$ cat src/sv/cis_pkg.sv
`default_nettype none
package cis_pkg;

	// Default sizes of the weight table.
	localparam int unsigned DEF_MAX_ENTRIES = 256;
	localparam int unsigned DEF_WEIGHT_BITS = 16;

	// Fixed field widths of the item channels.
	localparam int unsigned ACTION_W = 2;
	localparam int unsigned INDEX_W  = 8;
	localparam int unsigned WEIGHT_W = 16;
	localparam int unsigned FRAC_W   = 32;

	// Configuration port.
	localparam int unsigned CFG_ADDR_W  = 3;
	localparam int unsigned CFG_DATA_W  = 32;
	localparam int unsigned ENTRY_CNT_W = 9;
	localparam logic [ENTRY_CNT_W-1:0] ENTRY_CNT_RESET = 9'd256;

	// Register indexes, taken from the word part of the byte address.
	localparam logic [CFG_ADDR_W-3:0] REG_ENTRY_COUNT = 1'b0;

	// Action codes of an input item.
	localparam logic [ACTION_W-1:0] ACT_LOAD = 2'd0;
	localparam logic [ACTION_W-1:0] ACT_DRAW = 2'd1;
	localparam logic [ACTION_W-1:0] ACT_TIE  = 2'd2;

endpackage
`default_nettype wire

$ cat src/sv/cis_in_if.sv
`default_nettype none
interface cis_in_if;
	import cis_pkg::*;

	logic                valid;
	logic                ready;
	logic [ACTION_W-1:0] action;
	logic [INDEX_W-1:0]  entry_index;
	logic [WEIGHT_W-1:0] weight;
	logic [FRAC_W-1:0]   uniform;

	modport source (output valid, action, entry_index, weight, uniform, input ready);
	modport sink (input valid, action, entry_index, weight, uniform, output ready);

endinterface
`default_nettype wire

$ cat src/sv/cis_out_if.sv
`default_nettype none
interface cis_out_if;
	import cis_pkg::*;

	logic               valid;
	logic               ready;
	logic [INDEX_W-1:0] sample_index;
	logic               all_zero;

	modport source (output valid, sample_index, all_zero, input ready);
	modport sink (input valid, sample_index, all_zero, output ready);

endinterface
`default_nettype wire

$ cat src/sv/cis_table.sv
`default_nettype none
module cis_table #(
	parameter int unsigned MAX_ENTRIES = cis_pkg::DEF_MAX_ENTRIES,
	parameter int unsigned WEIGHT_BITS = cis_pkg::DEF_WEIGHT_BITS
) (
	input  logic                           clk,
	input  logic                           wr_en,
	input  logic [$clog2(MAX_ENTRIES)-1:0] wr_addr,
	input  logic [WEIGHT_BITS-1:0]         wr_data,
	input  logic [$clog2(MAX_ENTRIES)-1:0] rd_addr,
	output logic [WEIGHT_BITS-1:0]         rd_data
);
	import cis_pkg::*;

	logic [WEIGHT_BITS-1:0] mem_q [MAX_ENTRIES];

	// Single write port for load items.
	always_ff @(posedge clk) begin
		if (wr_en) begin
			mem_q[wr_addr] <= wr_data;
		end
	end

	// Registered read port, one entry per cycle during a scan.
	always_ff @(posedge clk) begin
		rd_data <= mem_q[rd_addr];
	end

endmodule
`default_nettype wire

$ cat src/sv/cis_mul.sv
`default_nettype none
module cis_mul #(
	parameter int unsigned OP_W = 24
) (
	input  logic                       clk,
	input  logic                       arst_n,
	input  logic                       start,
	input  logic [OP_W-1:0]            operand,
	input  logic [cis_pkg::FRAC_W-1:0] frac,
	output logic                       done,
	output logic [OP_W-1:0]            product
);
	import cis_pkg::*;

	localparam int unsigned STEP_W = $clog2(FRAC_W);

	logic [OP_W-1:0]   op_q;
	logic [FRAC_W-1:0] frac_q;
	logic [OP_W-1:0]   acc_q;
	logic [STEP_W-1:0] step_q;
	logic              busy_q;
	logic              done_q;
	logic [OP_W:0]     sum;

	// Shift-add step: add the operand for the current fraction bit, then drop
	// the lowest bit, which belongs to the discarded part of the product.
	assign sum = {1'b0, acc_q} + (frac_q[0] ? {1'b0, op_q} : {(OP_W + 1){1'b0}});

	always_ff @(posedge clk or negedge arst_n) begin
		if (!arst_n) begin
			op_q   <= '0;
			frac_q <= '0;
			acc_q  <= '0;
			step_q <= '0;
			busy_q <= 1'b0;
			done_q <= 1'b0;
		end else begin
			done_q <= 1'b0;
			if (start) begin
				op_q   <= operand;
				frac_q <= frac;
				acc_q  <= '0;
				step_q <= '0;
				busy_q <= 1'b1;
			end else if (busy_q) begin
				acc_q  <= sum[OP_W:1];
				frac_q <= frac_q >> 1;
				step_q <= step_q + 1'b1;
				if (step_q == STEP_W'(FRAC_W - 1)) begin
					busy_q <= 1'b0;
					done_q <= 1'b1;
				end
			end
		end
	end

	assign done    = done_q;
	assign product = acc_q;

endmodule
`default_nettype wire

$ cat src/sv/categorical_inverse_cdf_sampler.sv
// A load item writes the table, and the block stays idle and ready for more items.
// A draw over n entries runs a table scan for the total or maximum, the serial
// multiplier for the threshold, and a search scan that stops at the chosen entry.
// One item is in work at a time; the result waits in an output register.
// Reset (arst_n, asynchronous) clears control state and sets entry_count to 256.
`default_nettype none
module categorical_inverse_cdf_sampler #(
	parameter int unsigned MAX_ENTRIES = cis_pkg::DEF_MAX_ENTRIES,
	parameter int unsigned WEIGHT_BITS = cis_pkg::DEF_WEIGHT_BITS
) (
	input  logic                           clk,
	input  logic                           arst_n,
	cis_in_if.sink                         items,
	cis_out_if.source                      results,
	input  logic                           psel,
	input  logic                           penable,
	input  logic                           pwrite,
	input  logic [cis_pkg::CFG_ADDR_W-1:0] paddr,
	input  logic [cis_pkg::CFG_DATA_W-1:0] pwdata,
	output logic [cis_pkg::CFG_DATA_W-1:0] prdata,
	output logic                           pready
);
	import cis_pkg::*;

	localparam int unsigned IDX_W = $clog2(MAX_ENTRIES);
	localparam int unsigned CNT_W = $clog2(MAX_ENTRIES + 1);
	localparam int unsigned TOT_W = WEIGHT_BITS + IDX_W;

	typedef enum logic [2:0] {
		ST_IDLE,
		ST_SCAN,
		ST_MUL,
		ST_SEARCH,
		ST_DONE
	} state_t;

	// Configuration register.
	logic [ENTRY_CNT_W-1:0] entry_count_q;
	logic                   cfg_hit;

	assign pready  = 1'b1;
	assign cfg_hit = paddr[CFG_ADDR_W-1:2] == REG_ENTRY_COUNT;
	assign prdata  = cfg_hit ? CFG_DATA_W'(entry_count_q) : '0;

	always_ff @(posedge clk or negedge arst_n) begin
		if (!arst_n) begin
			entry_count_q <= ENTRY_CNT_RESET;
		end else if (psel && penable && pwrite && pready && cfg_hit) begin
			entry_count_q <= pwdata[ENTRY_CNT_W-1:0];
		end
	end

	// Entries used by a draw, held to the range 1 .. MAX_ENTRIES.
	logic [CNT_W-1:0] n_used;

	always_comb begin
		if (entry_count_q == '0) begin
			n_used = CNT_W'(1);
		end else if (32'(entry_count_q) > MAX_ENTRIES) begin
			n_used = CNT_W'(MAX_ENTRIES);
		end else begin
			n_used = CNT_W'(entry_count_q);
		end
	end

	// Sequencer and datapath registers.
	state_t             state_q;
	logic               tie_q;
	logic [FRAC_W-1:0]  frac_q;
	logic [CNT_W-1:0]   n_q;
	logic [CNT_W-1:0]   issue_q;
	logic               rv_s1;
	logic               rl_s1;
	logic [IDX_W-1:0]   ri_s1;
	logic [TOT_W-1:0]   total_q;
	logic [WEIGHT_BITS-1:0] best_q;
	logic [CNT_W-1:0]   count_q;
	logic [TOT_W-1:0]   thr_q;
	logic [TOT_W-1:0]   run_q;
	logic [CNT_W-1:0]   seen_q;
	logic [IDX_W-1:0]   pick_q;
	logic               zero_q;
	logic               mul_start_q;
	logic               out_valid_q;
	logic [INDEX_W-1:0] out_idx_q;
	logic               out_zero_q;

	logic                   in_acc;
	logic                   load_wr;
	logic                   issuing;
	logic [WEIGHT_BITS-1:0] rd_data;
	logic [TOT_W-1:0]       total_nx;
	logic [WEIGHT_BITS-1:0] best_nx;
	logic [CNT_W-1:0]       count_nx;
	logic [TOT_W-1:0]       run_nx;
	logic                   is_best;
	logic                   hit;
	logic                   mul_done;
	logic [TOT_W-1:0]       mul_prod;

	assign items.ready = state_q == ST_IDLE;
	assign in_acc      = items.valid && items.ready;
	assign load_wr     = in_acc && items.action == ACT_LOAD
			&& 32'(items.entry_index) < MAX_ENTRIES;
	assign issuing     = (state_q == ST_SCAN || state_q == ST_SEARCH) && issue_q < n_q;

	cis_table #(
		.MAX_ENTRIES(MAX_ENTRIES),
		.WEIGHT_BITS(WEIGHT_BITS)
	) u_table (
		.clk    (clk),
		.wr_en  (load_wr),
		.wr_addr(IDX_W'(items.entry_index)),
		.wr_data(WEIGHT_BITS'(items.weight)),
		.rd_addr(issue_q[IDX_W-1:0]),
		.rd_data(rd_data)
	);

	cis_mul #(
		.OP_W(TOT_W)
	) u_mul (
		.clk    (clk),
		.arst_n (arst_n),
		.start  (mul_start_q),
		.operand(tie_q ? TOT_W'(count_q) : total_q),
		.frac   (frac_q),
		.done   (mul_done),
		.product(mul_prod)
	);

	// Per-entry updates for the entry whose data has just come back.
	always_comb begin
		total_nx = total_q + TOT_W'(rd_data);
		best_nx  = best_q;
		count_nx = count_q;
		if (ri_s1 == '0 || rd_data > best_q) begin
			best_nx  = rd_data;
			count_nx = CNT_W'(1);
		end else if (rd_data == best_q) begin
			count_nx = count_q + 1'b1;
		end
		run_nx  = run_q + TOT_W'(rd_data);
		is_best = rd_data == best_q;
		if (tie_q) begin
			hit = is_best && TOT_W'(seen_q) == thr_q;
		end else begin
			hit = run_nx > thr_q;
		end
	end

	always_ff @(posedge clk or negedge arst_n) begin
		if (!arst_n) begin
			state_q     <= ST_IDLE;
			tie_q       <= 1'b0;
			frac_q      <= '0;
			n_q         <= '0;
			issue_q     <= '0;
			rv_s1       <= 1'b0;
			rl_s1       <= 1'b0;
			ri_s1       <= '0;
			total_q     <= '0;
			best_q      <= '0;
			count_q     <= '0;
			thr_q       <= '0;
			run_q       <= '0;
			seen_q      <= '0;
			pick_q      <= '0;
			zero_q      <= 1'b0;
			mul_start_q <= 1'b0;
			out_valid_q <= 1'b0;
			out_idx_q   <= '0;
			out_zero_q  <= 1'b0;
		end else begin
			mul_start_q <= 1'b0;

			// Read pipeline: the address issued now returns data next cycle.
			rv_s1 <= issuing;
			ri_s1 <= issue_q[IDX_W-1:0];
			rl_s1 <= issue_q == n_q - 1'b1;
			if (issuing) begin
				issue_q <= issue_q + 1'b1;
			end

			// The output register empties when the item is taken.
			if (results.ready) begin
				out_valid_q <= 1'b0;
			end

			case (state_q)
				ST_IDLE: begin
					if (in_acc && (items.action == ACT_DRAW || items.action == ACT_TIE)) begin
						tie_q   <= items.action == ACT_TIE;
						frac_q  <= items.uniform;
						n_q     <= n_used;
						issue_q <= '0;
						total_q <= '0;
						zero_q  <= 1'b0;
						state_q <= ST_SCAN;
					end
				end
				// First pass: total weight, or the maximum and how often it occurs.
				ST_SCAN: begin
					if (rv_s1) begin
						total_q <= total_nx;
						best_q  <= best_nx;
						count_q <= count_nx;
						if (rl_s1) begin
							if (!tie_q && total_nx == '0) begin
								pick_q  <= ri_s1;
								zero_q  <= 1'b1;
								state_q <= ST_DONE;
							end else begin
								mul_start_q <= 1'b1;
								state_q     <= ST_MUL;
							end
						end
					end
				end
				// Threshold from the serial multiplier.
				ST_MUL: begin
					if (mul_done) begin
						thr_q   <= mul_prod;
						run_q   <= '0;
						seen_q  <= '0;
						issue_q <= '0;
						state_q <= ST_SEARCH;
					end
				end
				// Second pass: stop at the entry that the threshold selects.
				ST_SEARCH: begin
					if (rv_s1) begin
						run_q <= run_nx;
						if (is_best) begin
							seen_q <= seen_q + 1'b1;
						end
						if (hit || rl_s1) begin
							pick_q  <= ri_s1;
							state_q <= ST_DONE;
						end
					end
				end
				ST_DONE: begin
					if (!out_valid_q || results.ready) begin
						out_valid_q <= 1'b1;
						out_idx_q   <= INDEX_W'(pick_q);
						out_zero_q  <= zero_q;
						state_q     <= ST_IDLE;
					end
				end
				default: begin
					state_q <= ST_IDLE;
				end
			endcase
		end
	end

	assign results.valid        = out_valid_q;
	assign results.sample_index = out_idx_q;
	assign results.all_zero     = out_zero_q;

endmodule
`default_nettype wire

$ cat src/flat_wrapper.sv
// flat-port wrapper written by rule: the top's interface ports become plain ports
module categorical_inverse_cdf_sampler_flat import cis_pkg::*;
#(
	parameter int unsigned MAX_ENTRIES = cis_pkg::DEF_MAX_ENTRIES,
	parameter int unsigned WEIGHT_BITS = cis_pkg::DEF_WEIGHT_BITS
)
  (clk, arst_n, psel, penable, pwrite, paddr, pwdata, prdata, pready, items_valid, items_action, items_entry_index, items_weight, items_uniform, items_ready, results_valid, results_sample_index, results_all_zero, results_ready);
  cis_in_if items_i ();
  cis_out_if results_i ();
  input  logic clk;
  input  logic arst_n;
  input  logic psel;
  input  logic penable;
  input  logic pwrite;
  input  logic [cis_pkg::CFG_ADDR_W-1:0] paddr;
  input  logic [cis_pkg::CFG_DATA_W-1:0] pwdata;
  output logic [cis_pkg::CFG_DATA_W-1:0] prdata;
  output logic pready;
  input wire logic [$bits(items_i.valid)-1:0] items_valid;
  input wire logic [$bits(items_i.action)-1:0] items_action;
  input wire logic [$bits(items_i.entry_index)-1:0] items_entry_index;
  input wire logic [$bits(items_i.weight)-1:0] items_weight;
  input wire logic [$bits(items_i.uniform)-1:0] items_uniform;
  output wire logic [$bits(items_i.ready)-1:0] items_ready;
  output wire logic [$bits(results_i.valid)-1:0] results_valid;
  output wire logic [$bits(results_i.sample_index)-1:0] results_sample_index;
  output wire logic [$bits(results_i.all_zero)-1:0] results_all_zero;
  input wire logic [$bits(results_i.ready)-1:0] results_ready;
  assign items_i.valid = items_valid;
  assign items_i.action = items_action;
  assign items_i.entry_index = items_entry_index;
  assign items_i.weight = items_weight;
  assign items_i.uniform = items_uniform;
  assign items_ready = items_i.ready;
  assign results_valid = results_i.valid;
  assign results_sample_index = results_i.sample_index;
  assign results_all_zero = results_i.all_zero;
  assign results_i.ready = results_ready;
  categorical_inverse_cdf_sampler #(.MAX_ENTRIES(MAX_ENTRIES), .WEIGHT_BITS(WEIGHT_BITS)) u_core (.clk(clk), .arst_n(arst_n), .items(items_i), .results(results_i), .psel(psel), .penable(penable), .pwrite(pwrite), .paddr(paddr), .pwdata(pwdata), .prdata(prdata), .pready(pready));
endmodule
$ cat config.mk
export PLATFORM = sky130hd
export DESIGN_NAME = categorical_inverse_cdf_sampler_flat
export DESIGN_NICKNAME = d
export VERILOG_FILES = /design/src/sv/cis_pkg.sv /design/src/sv/cis_in_if.sv /design/src/sv/cis_out_if.sv /design/src/sv/cis_table.sv /design/src/sv/cis_mul.sv /design/src/sv/categorical_inverse_cdf_sampler.sv /design/src/flat_wrapper.sv
export SDC_FILE = /design/constraint.sdc
export NUM_CORES = 2
export LEC_CHECK = 0
export ABC_CLOCK_PERIOD_IN_PS = 6300
export BUFFER_PORTS_ARGS = -buffer_cell sky130_fd_sc_hd__buf_2
export CORE_ASPECT_RATIO = 1.25
export CORE_MARGIN = 2
export CORE_UTILIZATION = 40
export CTS_CLUSTER_DIAMETER = 120
export DETAILED_ROUTE_END_ITERATION = 10
export GPL_TIMING_DRIVEN = 0
export PLACE_DENSITY = 0.59
export RECOVER_POWER = 100
export SYNTH_ARGS = -nofsm -noshare
export SYNTH_HDL_FRONTEND = slang
export SYNTH_HIERARCHICAL = 1
export SYNTH_SLANG_ARGS = --single-unit
$ cat constraint.sdc
create_clock -name clk -period 6.3 [get_ports clk]
set_clock_uncertainty 0.05 [all_clocks]
set_input_delay 0.315 -clock clk [delete_from_list [all_inputs] [get_ports clk]]
set_output_delay 0.315 -clock clk [all_outputs]
set_load 0.005 [all_outputs]
==> impl_metrics.csv <==
group,metric,value,unit
layout,fill_cells,36900,
layout,final_cell_mix,"edfxtp_1, mux4_2, mux2i_1",
place,place_hpwl,397000,um
cts,clock-sinks,4398,
layout,seq_area,0.130,mm^2
sta,setup_violations,19,
place,place_area,0.189,mm^2
cts,clockBufferDepth,4,
synthesis,synth_area_leaders,"edfxtp_1, mux4_2, dfrtp_1",
cts,cts_setup_buffers,0,
floorplan,die_y,746,um
synthesis,yosysWarningCount,6,
synthesis,synthFlopType,"edfxtp_1",
outcome,status,"finished with violations",
cts,path_clk_slew,60,ps
drt,wire_per_inst,35.1,um
place,place_congestion,0.972,
sta,slew_headroom,-3.02,
power_and_ir_drop,p_per_area,291,mW/mm^2
sta,slew_violations,3998,
grt,grt_overflow,0,
synthesis,synth_edf_count,4096,
drt,drtPass1Iterations,9,
sta,final.setup.worst_slack,-256,ps
sta,min_period,6560,ps
floorplan,start_util,0.401,
drt,vias_per_cell,5.99,
synthesis,synth_area_leader_cell,"edfxtp_1",
cts,h-tree-depth,5,
setup_path,cp-end-kind,"register",
cts,cts_root_buf,"clkbuf_16",
layout,drive_gt1_frac,0.201,
hold_path,holdPathStages,3,
setup_path,regToRegSetupSlack,-260,ps
sta,fin_tns_setup,-2180,ps
setup_path,crit_chain,"buf_2 -> clkbuf_2 -> clkbuf_2 -> clkbuf_1 -> clkbuf_1 -> a21oi_1 -> nor3_1 -> nor3_2 -> clkbuf_2 -> nor4_1",
floorplan,die_area,0.445,mm^2
setup_path,slowest_stage,"clkbuf_1",
hold_path,min_path_type,"in2reg",
sta,worst_pin_slew,6030,ps
grt,grt_antenna_before_repair,34,
synthesis,async_flop_share,0.0650,
drt,wl,570000,um
grt,gr-usage-all-layers,0.250,
grt,grt_pass1_wl,774000,um
power_and_ir_drop,vdd_drop_max,288,uV
outcome,violations,"max-capacitance violations, max-slew violations, negative setup slack",
sta,grt_setup_unrepaired,"no",
power_and_ir_drop,p_leak,62.8,nW
synthesis,ys_types,98,
setup_path,worst-setup-path-type,"reg2reg",
setup_path,crit_fanout,10,
layout,layout_commonest_cell,"edfxtp_1",
sta,fmax,153,MHz
power_and_ir_drop,totalPowerFinal,58.4,mW
floorplan,pin_count,144,
layout,multi_input_area,0.0424,mm^2
drt,drc_errors,0,
drt,wl_met3,44700,um
cts,cts_tree,"done",
floorplan,die_x,597,um
grt,grt_pass1_vias,96600,
drt,postRouteAntennaNets,0,
layout,post-route-util,0.458,
synthesis,syn_inst,9166,
setup_path,cpMostUsedCell,"clkbuf_2",
synthesis,yosysTopAreaCellShare,0.699,
floorplan,core,0.439,mm^2
grt,grt_max_degree,149,
sta,finalHoldViolCount,0,
layout,area_growth,14.1,%
setup_path,arrival,7360,ps
synthesis,synth_seq_area_share,0.741,
setup_path,setup.worst_path.start_class,"register",
synthesis,ys_ff_latch,4398,
synthesis,avgSynthCellArea,19.2,um^2
layout,final_nets,10300,
cts,insertion_delay,1090,ps
flow_run,maxCapViolCount,74,
setup_path,slowest_delay,870,ps
place,portBuffers,90,
cts,cts_buffers,435,
sta,fin_crit_sh,1.04,
drt,first_iter_violations,12300,
drt,wl_met1,200000,um
setup_path,r2r_cells,10,
drt,dr.max_layer_used,"met5",
setup_path,worst_ep_required_time,7100,ps
layout,design_area,0.201,mm^2
drt,wl_met2,281000,um
floorplan,rows,272,
drt,dr_total_vias,97300,
sta,holdWs,31.4,ps
synthesis,synth.cell_area,0.176,mm^2
==> where the power goes <==
part	internal, mW	switching, mW
Sequential	32.0	0.0139
Combinational	0.129	0.638
Clock	14.3	11.2
==> critical path, delay by kind of cell (launching register included) <==
kind	cells	cell delay (ps)
AO/OA/AOI/OAI	1	70
buffers and inverters	6	3990
flip-flops	1	610
AND/OR/NAND/NOR	3	1500
==> path summary, 6_finish.rpt <==
path                                 startpoint                            to
max in group asynchronous                arst_n              u_core/run_q[21]
min in group asynchronous                arst_n             u_core/frac_q[23]
min                        items_entry_index[4]  u_core/u_table/mem_q[253][4]
max                           u_core/issue_q[2]     u_core/u_table/rd_data[8]
max reg2reg                   u_core/issue_q[2]     u_core/u_table/rd_data[8]
min reg2reg                   u_core/frac_q[30]       u_core/u_mul/frac_q[30]
==> sequential cells by signal, indices dropped and copies added, names as in the netlist, 8 cells and up <==
signal	count
u_core/u_table/rd_data	16
u_core/entry_count_q	9
u_core/u_mul/op_q	24
u_core/issue_q	9
u_core/count_q	9
u_core/u_table/mem_q	4096
u_core/ri_s1	8
u_core/best_q	16
u_core/seen_q	9
u_core/run_q	24
u_core/results.sample_index	8
u_core/frac_q	32
u_core/total_q	24
u_core/u_mul/frac_q	32
u_core/u_mul/product	24
u_core/thr_q	24
u_core/n_q	9
u_core/pick_q	8
==> cell usage after synthesis (34+ instances only) <==
master / number
mux4_2: 797
mux2_2: 199
buf_1: 34
a211oi_1: 38
ha_1: 112
o221ai_1: 252
clkbuf_1: 290
buf_4: 50
nor3_1: 118
o21ai_0: 167
a21oi_1: 240
o22ai_1: 152
buf_6: 77
a21o_1: 41
buf_2: 87
and2_1: 35
dfrtp_1: 285
nor2b_1: 44
nor2_1: 409
a22oi_1: 44
xnor2_1: 39
inv_1: 82
mux2i_1: 613
nand2_1: 240
edfxtp_1: 4096
nand4_1: 57
nand3_1: 113
xor2_1: 36
==> repair_timing <==
| action | in CTS | in global routing |
|---|---|---|
| setup endpoints to repair | 21 | 11 |
| cloned | 0 | 0 |
| hold endpoints to repair | 1545 | 0 |
| hold buffers | 113 | 0 |
| pin swaps | 0 | 0 |
| gates resized for setup | 10 | 4 |
==> cell families (layout without fill, tap and decap cells) <==
family,after synthesis,in the layout,synth area share
flip-flops,4398,4398,0.741
adder cells (fa/ha/maj),115,115,0.00830
XOR/XNOR,75,75,0.00373
multiplexers,1612,1612,0.150
buffers and inverters,637,1905,0.0197
AND/OR/NAND/NOR,1161,1161,0.0309
other,2,55,0.0000427
AO/OA/AOI/OAI,1166,1166,0.0461
==> through the flow <==
stage          instances  worst slack [ps]
2_1_floorplan       9188              1190
3_3_place_gp       15000             -1370
3_5_place_dp       15300              -684
4_1_cts            16200              5.60
5_1_grt            16200             0.426
6_report           16200              -256
==> per-layer routing <==
| layer | GRT usage | up-vias |
|---|---|---|
| li1 | - | 39600 |
| met2 | 0.425 | 4792 |
| met4 | 0.156 | 22 |
| met5 | 0 | - |
| met1 | 0.294 | 51500 |
| met3 | 0.0458 | 1345 |
==> area by class of cell <==
type	count	share of cell area
Antenna cell	31	0.000386
Buffer	554	0.0158
Clock buffer	542	0.0571
Clock inverter	254	0.0121
Inverter	83	0.00155
Multi-Input combinational cell	4153	0.211
Sequential cell	4398	0.650
Tap cell	5754	0.0359
Timing Repair Buffer	472	0.0166
(Power assumes the default switching activity.)
